==> config.mk <==
export PLATFORM = sky130hd
export DESIGN_NAME = ansi_escape_sequence_parser
export DESIGN_NICKNAME = d
export VERILOG_FILES = /design/src/rtl/aesp_pkg.sv /design/src/rtl/aesp_front.sv /design/src/rtl/aesp_queue.sv /design/src/rtl/aesp_back.sv /design/src/rtl/ansi_escape_sequence_parser.sv
export VERILOG_INCLUDE_DIRS = /design/src /design/src/rtl
export SDC_FILE = /design/constraint.sdc
export NUM_CORES = 1
export LEC_CHECK = 0
export BUFFER_PORTS_ARGS = -buffer_cell sky130_fd_sc_hd__clkbuf_2
export CAP_MARGIN = 20
export CORE_ASPECT_RATIO = 0.5
export CORE_MARGIN = 3
export CORE_UTILIZATION = 50
export CTS_CLUSTER_DIAMETER = 30
export CTS_CLUSTER_SIZE = 28
export DETAILED_ROUTE_END_ITERATION = 16
export GPL_ROUTABILITY_DRIVEN = 0
export HOLD_SLACK_MARGIN = 0.02
export PLACE_DENSITY = 0.7
export RECOVER_POWER = 100
export SKIP_LAST_GASP = 1
export SLEW_MARGIN = 20
export SYNTH_ARGS = -nofsm -noshare
export SYNTH_HDL_FRONTEND = slang
export SYNTH_SLANG_ARGS = --single-unit
==> constraint.sdc <==
create_clock -name clk -period 9.66 [get_ports clk]
set_clock_uncertainty 0.15 [all_clocks]
set_input_delay 1.449 -clock clk [delete_from_list [all_inputs] [get_ports clk]]
set_output_delay 1.449 -clock clk [all_outputs]
set_load 0.1 [all_outputs]
==> src/rtl/assert_macros.svh <==
// Assertion macros for the escape sequence parser.
// Expects a clock named clk and an active-low reset named arst_n in scope.
`ifndef ASSERT_MACROS_SVH
`define ASSERT_MACROS_SVH

// Check an implication on every clock edge outside reset.
`define AESP_ASSERT_IMP(lbl, ante, cons, msg) \
	lbl: assert property (@(posedge clk) disable iff (!arst_n) (ante) |-> (cons)) \
		else $error(msg);

// Check an implication in the following cycle.
`define AESP_ASSERT_NXT(lbl, ante, cons, msg) \
	lbl: assert property (@(posedge clk) disable iff (!arst_n) (ante) |=> (cons)) \
		else $error(msg);

`endif

==> src/rtl/aesp_pkg.sv <==
// Shared types and constants of the escape sequence parser.
// No dependencies; imported by every module of the block.
`default_nettype none
package aesp_pkg;

	localparam int DATA_W     = 8;
	localparam int COUNT_W    = 13;
	localparam int INDEX_W    = 12;
	localparam int STATE_W    = 3;
	localparam int QUEUE_DEPTH = 4;
	localparam int QPTR_W     = 2;
	localparam int QCNT_W     = 3;
	localparam int OUT_TDATA_W = 48;

	localparam logic [COUNT_W-1:0] BODY_MAX = 13'd4096;

	localparam logic [7:0] BYTE_ESC    = 8'h1B;
	localparam logic [7:0] BYTE_BEL    = 8'h07;
	localparam logic [7:0] BYTE_CSI    = 8'h5B;
	localparam logic [7:0] BYTE_OSC    = 8'h5D;
	localparam logic [7:0] BYTE_DCS    = 8'h50;
	localparam logic [7:0] BYTE_SOS    = 8'h58;
	localparam logic [7:0] BYTE_PM     = 8'h5E;
	localparam logic [7:0] BYTE_APC    = 8'h5F;
	localparam logic [7:0] BYTE_BSLASH = 8'h5C;

	localparam logic [1:0] EV_TEXT  = 2'd0;
	localparam logic [1:0] EV_SEQ   = 2'd1;
	localparam logic [1:0] EV_END   = 2'd2;
	localparam logic [1:0] EV_ABORT = 2'd3;

	localparam logic [STATE_W-1:0] ST_GROUND = 3'd0;
	localparam logic [STATE_W-1:0] ST_ESC    = 3'd1;
	localparam logic [STATE_W-1:0] ST_CSI    = 3'd2;
	localparam logic [STATE_W-1:0] ST_STR    = 3'd3;
	localparam logic [STATE_W-1:0] ST_STRESC = 3'd4;
	localparam logic [STATE_W-1:0] ST_NF     = 3'd5;

	localparam logic REG_CAPTURE  = 1'b0;
	localparam logic REG_RESUBMIT = 1'b1;

	typedef struct packed {
		logic [DATA_W-1:0] rx_byte;
		logic              is_esc;
		logic              is_bel;
		logic              is_csi;
		logic              is_str;
		logic              is_bslash;
		logic              r30_7e;
		logic              r20_2f;
		logic              r40_7e;
		logic              r20_3f;
		logic              ge_20;
	} cls_t;

	typedef struct packed {
		logic capture_enable;
		logic resubmit_on_abort;
	} cfg_t;

	typedef struct packed {
		logic [INDEX_W-1:0] captured_index;
		logic [DATA_W-1:0]  captured_byte;
		logic               captured_valid;
		logic               string_ok;
		logic [COUNT_W-1:0] body_length;
		logic [DATA_W-1:0]  seq_introducer;
		logic [1:0]         event_res;
	} res_t;

endpackage
`default_nettype wire

==> src/rtl/aesp_front.sv <==
// Front end: accepts raw bytes, classifies them and hands them to the queue.
// Depends on aesp_pkg.
`default_nettype none
module aesp_front
	import aesp_pkg::*;
(
	input  wire logic              clk,
	input  wire logic              arst_n,
	input  wire logic              in_valid,
	output logic                   in_ready,
	input  wire logic [DATA_W-1:0] in_byte,
	output logic                   q_push,
	input  wire logic              q_ready,
	output cls_t                   q_data
);

	logic vld_s1;
	cls_t cls_s1;
	cls_t cls_c;

	always_comb begin
		cls_c.rx_byte   = in_byte;
		cls_c.is_esc    = (in_byte == BYTE_ESC);
		cls_c.is_bel    = (in_byte == BYTE_BEL);
		cls_c.is_csi    = (in_byte == BYTE_CSI);
		cls_c.is_str    = (in_byte == BYTE_OSC) || (in_byte == BYTE_DCS) ||
			(in_byte == BYTE_SOS) || (in_byte == BYTE_PM) || (in_byte == BYTE_APC);
		cls_c.is_bslash = (in_byte == BYTE_BSLASH);
		cls_c.r30_7e    = (in_byte >= 8'h30) && (in_byte <= 8'h7E);
		cls_c.r20_2f    = (in_byte >= 8'h20) && (in_byte <= 8'h2F);
		cls_c.r40_7e    = (in_byte >= 8'h40) && (in_byte <= 8'h7E);
		cls_c.r20_3f    = (in_byte >= 8'h20) && (in_byte <= 8'h3F);
		cls_c.ge_20     = (in_byte >= 8'h20);
	end

	assign in_ready = !vld_s1 || q_ready;
	assign q_push   = vld_s1;
	assign q_data   = cls_s1;

	always_ff @(posedge clk or negedge arst_n) begin
		if (!arst_n) begin
			vld_s1 <= 1'b0;
		end else if (in_ready) begin
			vld_s1 <= in_valid;
		end
	end

	always_ff @(posedge clk) begin
		if (in_ready && in_valid) begin
			cls_s1 <= cls_c;
		end
	end

endmodule
`default_nettype wire

==> src/rtl/aesp_queue.sv <==
// Short queue of classified words between front and back end.
// Depends on aesp_pkg.
`default_nettype none
module aesp_queue
	import aesp_pkg::*;
(
	input  wire logic clk,
	input  wire logic arst_n,
	input  wire logic push,
	output logic      push_ready,
	input  cls_t      push_data,
	output logic      pop_valid,
	input  wire logic pop,
	output cls_t      pop_data
);

	cls_t              mem_q [QUEUE_DEPTH];
	logic [QPTR_W-1:0] wr_ptr_q;
	logic [QPTR_W-1:0] rd_ptr_q;
	logic [QCNT_W-1:0] count_q;
	logic              do_push;
	logic              do_pop;

	assign push_ready = (count_q != QCNT_W'(QUEUE_DEPTH));
	assign pop_valid  = (count_q != '0);
	assign pop_data   = mem_q[rd_ptr_q];
	assign do_push    = push && push_ready;
	assign do_pop     = pop && pop_valid;

	always_ff @(posedge clk or negedge arst_n) begin
		if (!arst_n) begin
			wr_ptr_q <= '0;
			rd_ptr_q <= '0;
			count_q  <= '0;
		end else begin
			if (do_push) begin
				wr_ptr_q <= wr_ptr_q + QPTR_W'(1);
			end
			if (do_pop) begin
				rd_ptr_q <= rd_ptr_q + QPTR_W'(1);
			end
			case ({do_push, do_pop})
				2'b10: count_q <= count_q + QCNT_W'(1);
				2'b01: count_q <= count_q - QCNT_W'(1);
				default: count_q <= count_q;
			endcase
		end
	end

	always_ff @(posedge clk) begin
		if (do_push) begin
			mem_q[wr_ptr_q] <= push_data;
		end
	end

endmodule
`default_nettype wire

==> src/rtl/aesp_back.sv <==
// Back end: sequence state machine, body counting and the output register.
// Depends on aesp_pkg.
`default_nettype none
module aesp_back
	import aesp_pkg::*;
(
	input  wire logic clk,
	input  wire logic arst_n,
	input  cfg_t      cfg,
	input  wire logic q_valid,
	output logic      q_pop,
	input  cls_t      q_data,
	output logic      out_valid,
	input  wire logic out_ready,
	output res_t      out_res
);

	logic [STATE_W-1:0] state_q;
	logic [COUNT_W-1:0] count_q;
	logic               bad_q;
	logic [DATA_W-1:0]  intro_q;
	logic               out_valid_q;
	res_t               res_q;

	logic [STATE_W-1:0] state_d;
	logic [COUNT_W-1:0] count_d;
	logic               bad_d;
	logic [DATA_W-1:0]  intro_d;
	logic [1:0]         ev;
	logic               cap_v;
	logic               room;
	logic               abort;
	res_t               res_d;

	assign room = !bad_q && (count_q < BODY_MAX);

	always_comb begin
		state_d = state_q;
		count_d = count_q;
		bad_d   = bad_q;
		intro_d = intro_q;
		ev      = EV_SEQ;
		cap_v   = 1'b0;
		abort   = 1'b0;
		case (state_q)
			ST_ESC: begin
				if (q_data.is_csi || q_data.is_str) begin
					state_d = q_data.is_csi ? ST_CSI : ST_STR;
					count_d = '0;
					bad_d   = 1'b0;
					intro_d = q_data.rx_byte;
				end else if (q_data.r30_7e) begin
					state_d = ST_GROUND;
					intro_d = q_data.rx_byte;
					ev      = EV_END;
				end else if (q_data.r20_2f) begin
					state_d = ST_NF;
					count_d = '0;
					bad_d   = 1'b0;
					intro_d = q_data.rx_byte;
				end else begin
					abort = 1'b1;
				end
			end
			ST_CSI, ST_NF: begin
				if ((state_q == ST_CSI) ? q_data.r40_7e : q_data.r30_7e) begin
					if (room) begin
						cap_v   = 1'b1;
						count_d = count_q + COUNT_W'(1);
						state_d = ST_GROUND;
						ev      = EV_END;
					end else begin
						abort = 1'b1;
					end
				end else if (((state_q == ST_CSI) ? q_data.r20_3f : q_data.r20_2f) && room) begin
					cap_v   = 1'b1;
					count_d = count_q + COUNT_W'(1);
				end else begin
					abort = 1'b1;
				end
			end
			ST_STR: begin
				if (q_data.is_bel) begin
					state_d = ST_GROUND;
					ev      = EV_END;
				end else if (q_data.is_esc) begin
					state_d = ST_STRESC;
				end else if (q_data.ge_20 && room) begin
					cap_v   = 1'b1;
					count_d = count_q + COUNT_W'(1);
				end else begin
					abort = 1'b1;
				end
			end
			ST_STRESC: begin
				if (q_data.is_bslash) begin
					state_d = ST_GROUND;
					ev      = EV_END;
				end else begin
					abort = 1'b1;
				end
			end
			default: begin
				if (q_data.is_esc) begin
					state_d = ST_ESC;
					count_d = '0;
					bad_d   = 1'b0;
					intro_d = '0;
				end else begin
					state_d = ST_GROUND;
					ev      = EV_TEXT;
				end
			end
		endcase
		if (abort) begin
			state_d = ST_GROUND;
			bad_d   = 1'b1;
			ev      = EV_ABORT;
			if (cfg.resubmit_on_abort) begin
				if (q_data.is_esc) begin
					state_d = ST_ESC;
					count_d = '0;
					bad_d   = 1'b0;
					intro_d = '0;
					ev      = EV_SEQ;
				end else begin
					ev = EV_TEXT;
				end
			end
		end
	end

	always_comb begin
		res_d.event_res      = ev;
		res_d.seq_introducer = intro_d;
		res_d.body_length    = count_d;
		res_d.string_ok      = cfg.capture_enable && !bad_d && (intro_d != '0);
		res_d.captured_valid = cap_v && cfg.capture_enable;
		res_d.captured_byte  = res_d.captured_valid ? q_data.rx_byte : '0;
		res_d.captured_index = res_d.captured_valid ? count_q[INDEX_W-1:0] : '0;
	end

	assign q_pop     = q_valid && (!out_valid_q || out_ready);
	assign out_valid = out_valid_q;
	assign out_res   = res_q;

	always_ff @(posedge clk or negedge arst_n) begin
		if (!arst_n) begin
			state_q     <= ST_GROUND;
			count_q     <= '0;
			bad_q       <= 1'b0;
			intro_q     <= '0;
			out_valid_q <= 1'b0;
		end else begin
			if (q_pop) begin
				state_q <= state_d;
				count_q <= count_d;
				bad_q   <= bad_d;
				intro_q <= intro_d;
			end
			if (q_pop) begin
				out_valid_q <= 1'b1;
			end else if (out_ready) begin
				out_valid_q <= 1'b0;
			end
		end
	end

	always_ff @(posedge clk) begin
		if (q_pop) begin
			res_q <= res_d;
		end
	end

endmodule
`default_nettype wire

==> src/rtl/ansi_escape_sequence_parser.sv <==
// Terminal escape sequence parser: APB registers, front end, queue, back end.
// Depends on aesp_pkg, aesp_front, aesp_queue, aesp_back, assert_macros.svh.
//
// One raw byte enters per word on the s_axis channel; one result word leaves
// on m_axis for every byte. A result tells text, inside sequence, end or
// abort, with the introducer, body count and any captured body byte.
// An accepted byte passes the front register, the queue and the output register
// before it shows on m_axis. Throughput is one byte per cycle while m_axis_tready
// is high, set by the state update in the back end; the front end and the four-word
// queue keep accepting while a result waits in the output register.
// When m_axis_tready is low, the output word holds, the queue fills and
// s_axis_tready drops once the queue and the front register are full.
// Reset clears the parser to ground with an empty body, the queue and both
// registers (capture_enable at 0x0, resubmit_on_abort at 0x4) to zero.
// Write registers only while no byte is in flight.
`default_nettype none
`include "assert_macros.svh"
module ansi_escape_sequence_parser
	import aesp_pkg::*;
(
	input  wire logic                   clk,
	input  wire logic                   arst_n,
	input  wire logic                   psel,
	input  wire logic                   penable,
	input  wire logic                   pwrite,
	input  wire logic [2:0]             paddr,
	input  wire logic [31:0]            pwdata,
	output logic      [31:0]            prdata,
	output logic                        pready,
	input  wire logic                   s_axis_tvalid,
	output logic                        s_axis_tready,
	// [7:0] rx_byte
	input  wire logic [7:0]             s_axis_tdata,
	output logic                        m_axis_tvalid,
	input  wire logic                   m_axis_tready,
	// [1:0] event_res, [9:2] seq_introducer, [22:10] body_length, [23] string_ok,
	// [24] captured_valid, [32:25] captured_byte, [44:33] captured_index, rest zero
	output logic [OUT_TDATA_W-1:0]      m_axis_tdata
);

	cfg_t cfg_q;
	logic q_push;
	logic q_ready;
	cls_t q_in;
	logic q_valid;
	logic q_pop;
	cls_t q_out;
	res_t res;
	logic out_cap;
	logic out_abort;
	logic out_seq_or_end;

	assign pready = 1'b1;

	always_ff @(posedge clk or negedge arst_n) begin
		if (!arst_n) begin
			cfg_q <= '0;
		end else if (psel && penable && pwrite) begin
			case (paddr[2])
				REG_CAPTURE:  cfg_q.capture_enable    <= pwdata[0];
				REG_RESUBMIT: cfg_q.resubmit_on_abort <= pwdata[0];
				default: cfg_q <= cfg_q;
			endcase
		end
	end

	always_comb begin
		case (paddr[2])
			REG_CAPTURE:  prdata = {31'd0, cfg_q.capture_enable};
			REG_RESUBMIT: prdata = {31'd0, cfg_q.resubmit_on_abort};
			default: prdata = '0;
		endcase
	end

	aesp_front u_front (
		.clk      (clk),
		.arst_n   (arst_n),
		.in_valid (s_axis_tvalid),
		.in_ready (s_axis_tready),
		.in_byte  (s_axis_tdata),
		.q_push   (q_push),
		.q_ready  (q_ready),
		.q_data   (q_in)
	);

	aesp_queue u_queue (
		.clk        (clk),
		.arst_n     (arst_n),
		.push       (q_push),
		.push_ready (q_ready),
		.push_data  (q_in),
		.pop_valid  (q_valid),
		.pop        (q_pop),
		.pop_data   (q_out)
	);

	aesp_back u_back (
		.clk       (clk),
		.arst_n    (arst_n),
		.cfg       (cfg_q),
		.q_valid   (q_valid),
		.q_pop     (q_pop),
		.q_data    (q_out),
		.out_valid (m_axis_tvalid),
		.out_ready (m_axis_tready),
		.out_res   (res)
	);

	assign m_axis_tdata = {3'd0, res};

	assign out_cap        = m_axis_tvalid && res.captured_valid;
	assign out_abort      = m_axis_tvalid && (res.event_res == EV_ABORT);
	assign out_seq_or_end = (res.event_res == EV_SEQ) || (res.event_res == EV_END);

	`AESP_ASSERT_IMP(a_cap_needs_enable, out_cap, cfg_q.capture_enable, "capture is off")
	`AESP_ASSERT_IMP(a_no_abort_resubmit, out_abort, !cfg_q.resubmit_on_abort, "abort reported")
	`AESP_ASSERT_IMP(a_cap_in_sequence, out_cap, out_seq_or_end, "capture outside a sequence")
	`AESP_ASSERT_NXT(a_pop_fills_output, q_pop, m_axis_tvalid, "popped word lost before output")

endmodule
`default_nettype wire

Word-level counts from Yosys, hierarchy flattened
Memories as Yosys holds them, arrays and structs flattened.
Cells that the tools add are included.
{"block": "totals", "register_bits": 99, "mem_bits_rw": 72, "input_bits": 50, "output_inout_bits": 83, "wordCells": 180, "memories": 1}
{"name": "u_queue.mem_q", "depth": 4, "word_bits": 18, "rd": 1, "rd_ports_with_merged_regs": 0, "write_ports": 1, "line_no": "aesp_queue.sv:17", "text": "cls_t mem_q [QUEUE_DEPTH];"}
{"block": "classes", "n_addsub": 5, "order_cmp": 7, "eq_ne": 22, "muxes": 79, "bitwise_logic": 1, "reduce_logical": 36}
{"operator": "13-bit two-way mux", "count": 13}
{"operator": "32-bit case mux with 2 select lines", "count": 1}
{"operator": "8-bit by 7-bit equality test with 1-bit output (second input constant)", "count": 7}
{"operator": "8-bit two-way mux", "count": 7}
{"operator": "13-bit case mux with 4 select lines", "count": 1}
{"operator": "1-bit two-way mux", "count": 33}
{"operator": "3-bit two-way mux", "count": 9}
{"operator": "8-bit by 6-bit >= comparator with 1-bit output (second input constant)", "count": 2}
{"operator": "8-bit by 6-bit <= comparator with 1-bit output (second input constant)", "count": 2}
{"operator": "1-bit logical AND", "count": 16}
{"operator": "2-bit two-way mux", "count": 8}
{"operator": "8-bit case mux with 2 select lines", "count": 1}
{"operator": "13-bit by 1-bit adder with 13-bit output (second input constant)", "count": 1}
{"operator": "13-bit < comparator (second input constant)", "count": 1}
{"operator": "3-bit case mux with 4 select lines", "count": 1}
{"operator": "8-bit by 3-bit equality test with 1-bit output (second input constant)", "count": 1}
{"operator": "8-bit by 5-bit equality test with 1-bit output (second input constant)", "count": 1}
{"operator": "8-bit by 7-bit >= comparator with 1-bit output (second input constant)", "count": 1}
{"operator": "8-bit by 7-bit <= comparator with 1-bit output (second input constant)", "count": 1}
{"operator": "2-bit case mux with 4 select lines", "count": 1}
{"operator": "8-bit nonzero test", "count": 1}
{"operator": "1-bit logical OR", "count": 7}
{"operator": "3-bit by 2-bit equality test with 1-bit output (second input constant)", "count": 2}
{"operator": "3-bit equality test (second input constant)", "count": 2}
{"operator": "other kinds (22)", "count": 30}

Depth between registers and ports, before layout
{"block": "depth", "depth_word": 11, "depth_mapped": 10}

Modules after synthesis
A second synthesis with hierarchy kept.
{"block": "hier_totals", "hier_cells": 616, "hier_area_um2": 8041.5}
{"mod": "aesp_back", "instances": 1, "cells_each": 398, "area_each_um2": 3918.8, "seq_area_each_um2": 2001.9}
{"mod": "aesp_queue", "instances": 1, "cells_each": 131, "area_each_um2": 3020.4, "seq_area_each_um2": 2337.2}
{"mod": "aesp_front", "instances": 1, "cells_each": 43, "area_each_um2": 733.2, "seq_area_each_um2": 565.5}
{"mod": "ansi_escape_sequence_parser", "instances": 1, "cells_each": 44, "area_each_um2": 369.1, "seq_area_each_um2": 50.0}

Worst setup path before layout
Ideal clock, no wire load.
{"block": "synth_timing", "kind": "input to register", "start": "input port m_axis_tready", "end": "register u_queue.count_q[2]", "setup_ps": 79, "arrival_ps": 4487, "t_required_ps": 9431, "setup_slack_ps": 4943, "stages": 10, "path_cell_list": "inv_1 > a21o_1 > inv_1 > clkbuf_1 > ha_1 > inv_1 > fa_1 > xor2_1 > nor2_1 > xor2_1"}
{"block": "synth_between", "elab_chain_len": 5}
{"element": "start: declaration", "line_no": "ansi_escape_sequence_parser.sv:35", "text": "input wire logic m_axis_tready,"}
{"element": "1-bit logical OR *", "line_no": "aesp_back.sv:143", "text": "assign q_pop = q_valid && (!out_valid_q || out_ready);"}
{"element": "1-bit logical AND *", "line_no": "aesp_back.sv:143"}
{"element": "named net q_pop", "line_no": "ansi_escape_sequence_parser.sv:46", "text": "logic q_pop;"}
{"element": "1-bit logical AND *", "line_no": "aesp_queue.sv:28", "text": "assign do_pop = pop && pop_valid;"}
{"element": "2-bit by 1-bit equality test with 1-bit output / 2-bit equality test (equally long branches)", "line_no": "aesp_queue.sv:42", "text": "case ({do_push, do_pop})"}
{"element": "3-bit case mux with 2 select lines / 2-bit nonzero test (equally long branches)"}
{"element": "end signal: assignment", "line_no": "aesp_queue.sv:43", "text": "2'b10: count_q <= count_q + QCNT_W'(1);"}
{"element": "end signal: assignment", "line_no": "aesp_queue.sv:44", "text": "2'b01: count_q <= count_q - QCNT_W'(1);"}
{"element": "end signal: assignment", "line_no": "aesp_queue.sv:45", "text": "default: count_q <= count_q;"}
{"element": "end: declaration", "line_no": "aesp_queue.sv:20", "text": "logic [QCNT_W-1:0] count_q;"}
Mark *: on every way through the listed nets, which the timed path passes. The rest lies on a longest branch.
A chain may end at the register's enable or synchronous reset.

Final worst setup path
{"block": "layout_timing", "start": "input port m_axis_tready", "end": "register u_back.count_q[1]"}
{"block": "layout_between", "elab_chain_len": 2}
{"element": "1-bit logical OR", "line_no": "aesp_back.sv:143"}
{"element": "1-bit logical AND", "line_no": "aesp_back.sv:143"}
{"element": "end signal: assignment", "line_no": "aesp_back.sv:157", "text": "count_q <= count_d;"}
{"element": "end: declaration", "line_no": "aesp_back.sv:19", "text": "logic [COUNT_W-1:0] count_q;"}
Every way passes these cells.

==> run summary <==
post-place instance area = 8200 µm²
Hold Crit Class = reg -> reg
DIE HEIGHT = 94.8 µm
minimum clock period = 4960 ps
Syn Inst Count = 576
Max Root-Sink Buffers = 2
top cell type's share of synthesized area = 51.4%
Slew HR = -120%
Yosys top cell by area = edfxtp_1
vias in the first global route = 4695
Fmax = 202 MHz
die area = 17400 µm²
layout cells sized above 1 = 12.9%
Cell variety after synth = 73
I/O pins = 133
WS Path Type = in -> reg
Synth Flop Type = edfxtp_1
max-slew violation count = 102
largest net degree at the start of global routing = 65
Layout area overhead = 10.8%
async set-reset flop share out of synthesis = 21.1%
first-pass GRT wire length = 24600 µm
total CTS buffers = 17
non-filler cells, final = 847
Setup Buffers After CTS = 0
initial antenna violation count = 0
Final Instance Area = 8740 µm²
Hold Violations, Final = 0
PortBufs = 64
post-route ant nets = 0
status = complete, but fails checks
antenna diode instance count = 0
Net count, final = 693
grt total ovfl = 0
Die W = 184 µm
CP endpoint = u_back.count_q[1]
failing checks = max-capacitance violations, max-slew violations
fin util = 58.5%
Max-Cap Viols = 2
post-CTS resize count = 0
RSZ-0062 raised after global routing = false
DP HPWL = 10300 µm
Critical R2R Capture = u_back.count_q[1]
Avg Inst Size Synth = 13.7 µm²
clk_lat worst skew = 430 ps
Startpoint Class = primary input
Initial Utilization = 52.8%
measured slew at the worst slew-check pin = 3310 ps
r2r worst-path depth = 6
Inst Count DP = 815
CTS hold repair buffers = 0
Final setup viols = 0
CTS tree = yes
Synth Register Bits = 171
# clock sinks = 171
Post-synth EDFFs = 135
Initial DRT Pass Iterations = 5
YS warnings = 0
top cells by area, synth = edfxtp_1 (51%), dfrtp_1 (11%), mux4_2 (4.9%)
r2r setup slk = 5350 ps
CP arrival = 5120 ps
Vias/cell = 5.68
Clock transition at path regs = 70 ps
drt initial violations = 500
Worst Setup End Kind = register
Setup Total Neg Slack = 0 ps
Post-route DRC = 0
root buf cell = clkbuf_16
Syn Std Cell Area = 7890 µm²
final worst-path cycle share = 51.4%
total number of vias = 4810
crit path from = m_axis_tready
Routed WL = 15400 µm
Worst EP required = 9820 ps
H-tree levels = 4
site row count = 31
wire per inst = 18.2 µm
sequential area share after synthesis = 62.8%
Core Box Area = 14900 µm²
CP Max Fanout = 64
Total GRT Usage = 18.3%
Reg-to-Reg Start = u_queue.count_q[0]
## worst min-delay path by stage
stage | startpoint | end | slack, ps | depth (start not counted)
after global placement | u_front.q_data[15] | u_queue.mem_q[2][15] | 320 | 0
final | u_front.q_data[5] | u_queue.mem_q[1][5] | 350 | 0
after global routing | u_front.q_data[5] | u_queue.mem_q[2][5] | 370 | 0
after CTS | u_front.q_data[5] | u_queue.mem_q[1][5] | 360 | 0
after floorplan | u_front.q_data[0] | u_queue.mem_q[0][0] | 310 | 0
after detailed placement | u_back.out_valid | u_back.out_valid | 340 | 2
## cell usage after synthesis (all sizes together), types with 3 or more instances
| library cell | number |
|---|---|
| nor4 | 5 |
| ha | 6 |
| a31oi | 11 |
| xnor2 | 5 |
| nand3 | 11 |
| a21oi | 38 |
| nor2 | 29 |
| a211oi | 5 |
| or3 | 6 |
| mux4 | 17 |
| or2 | 5 |
| mux2i | 4 |
| and3 | 8 |
| o211ai | 8 |
| nor2b | 4 |
| nand4 | 3 |
| buf | 49 |
| and2 | 30 |
| edfxtp | 135 |
| a22oi | 5 |
| o31ai | 8 |
| clkbuf | 10 |
| mux2 | 14 |
| o21ai | 24 |
| dfrtp | 36 |
| nand2b | 3 |
| o211a | 3 |
| nor3 | 10 |
| nor3b | 4 |
| o22ai | 6 |
| o311a | 4 |
| inv | 18 |
| nand2 | 20 |
## area by class of cell
cell class,instances,area [µm²]
Fill cell,1188,6190
Sequential cell,171,4950
Multi-Input combinational cell,361,2570
Clock buffer,17,425
Timing Repair Buffer,67,262
Tap cell,198,248
Clock inverter,15,215
Inverter,18,67.6
## sequential cells by signal (all words and copies together), names as in the netlist
name	flops
u_back.state_q	3
u_back.count_q	13
u_queue.mem_q	72
u_queue.wr_ptr_q	2
u_back.bad_q	1
u_back.intro_q	8
u_queue.count_q	3
u_back.out_valid	1
u_queue.rd_ptr_q	2
cfg_q	2
u_front.q_push	1
u_front.q_data	18
u_back.out_res	45
## layout by cell type (no fill, tap or decap), drive strengths merged, types with 3 or more instances in the layout
cell type	count
nand3	11
mux2i	4
and3	8
o22ai	6
nand2	20
or3	6
mux4	17
o211ai	8
mux2	14
conb	35
a211oi	5
nand4	3
edfxtp	135
o211a	3
nor2b	4
clkbuf	83
a21oi	38
nor2	29
nor3b	4
inv	26
xnor2	5
dfrtp	36
nor4	5
o21ai	24
a22oi	5
clkinv	6
nor3	10
nand2b	3
o31ai	8
o311a	4
or2	5
and2	30
ha	6
a31oi	11
## layer usage
layer | global-route usage (%) | wire length, µm
met5 | 0 | 0
met4 | 6.40 | 225
met3 | 3.69 | 1010
met2 | 29.0 | 7000
met1 | 25.5 | 7150
## per-stage QoR
step | hold WS, ps | setup WS [ps]
floorplan | 309 | 4940
global placement | 324 | 5810
detailed placement | 339 | 5780
CTS | 355 | 5780
global route | 369 | 4380
finish | 351 | 4700
## critical path, stage by stage
cell	delay [ps]
clkbuf_2	70
inv_1	40
a21o_1	410
inv_1	170
clkbuf_1	2330
mux2_2	500
o21ai_0	80
## logic make-up (layout without fill, tap and decap cells)
group                      count (synthesis)  count (layout)  synth area share [%]
buffers and inverters                     77             117                  5.93
other                                      2              35                0.0952
AOI/OAI and AO/OA                        129             129                  10.9
and+or+nand+nor                          148             148                  10.7
muxes                                     35              35                  7.52
DFF                                      171             171                  62.8
xor gates and xnor gates                   7               7                 0.777
adders and majority gates                  7               7                  1.21
Power is left out: the tool's default activity adds up to more than one toggle a clock period on the data nets, which glitch-free logic cannot reach.
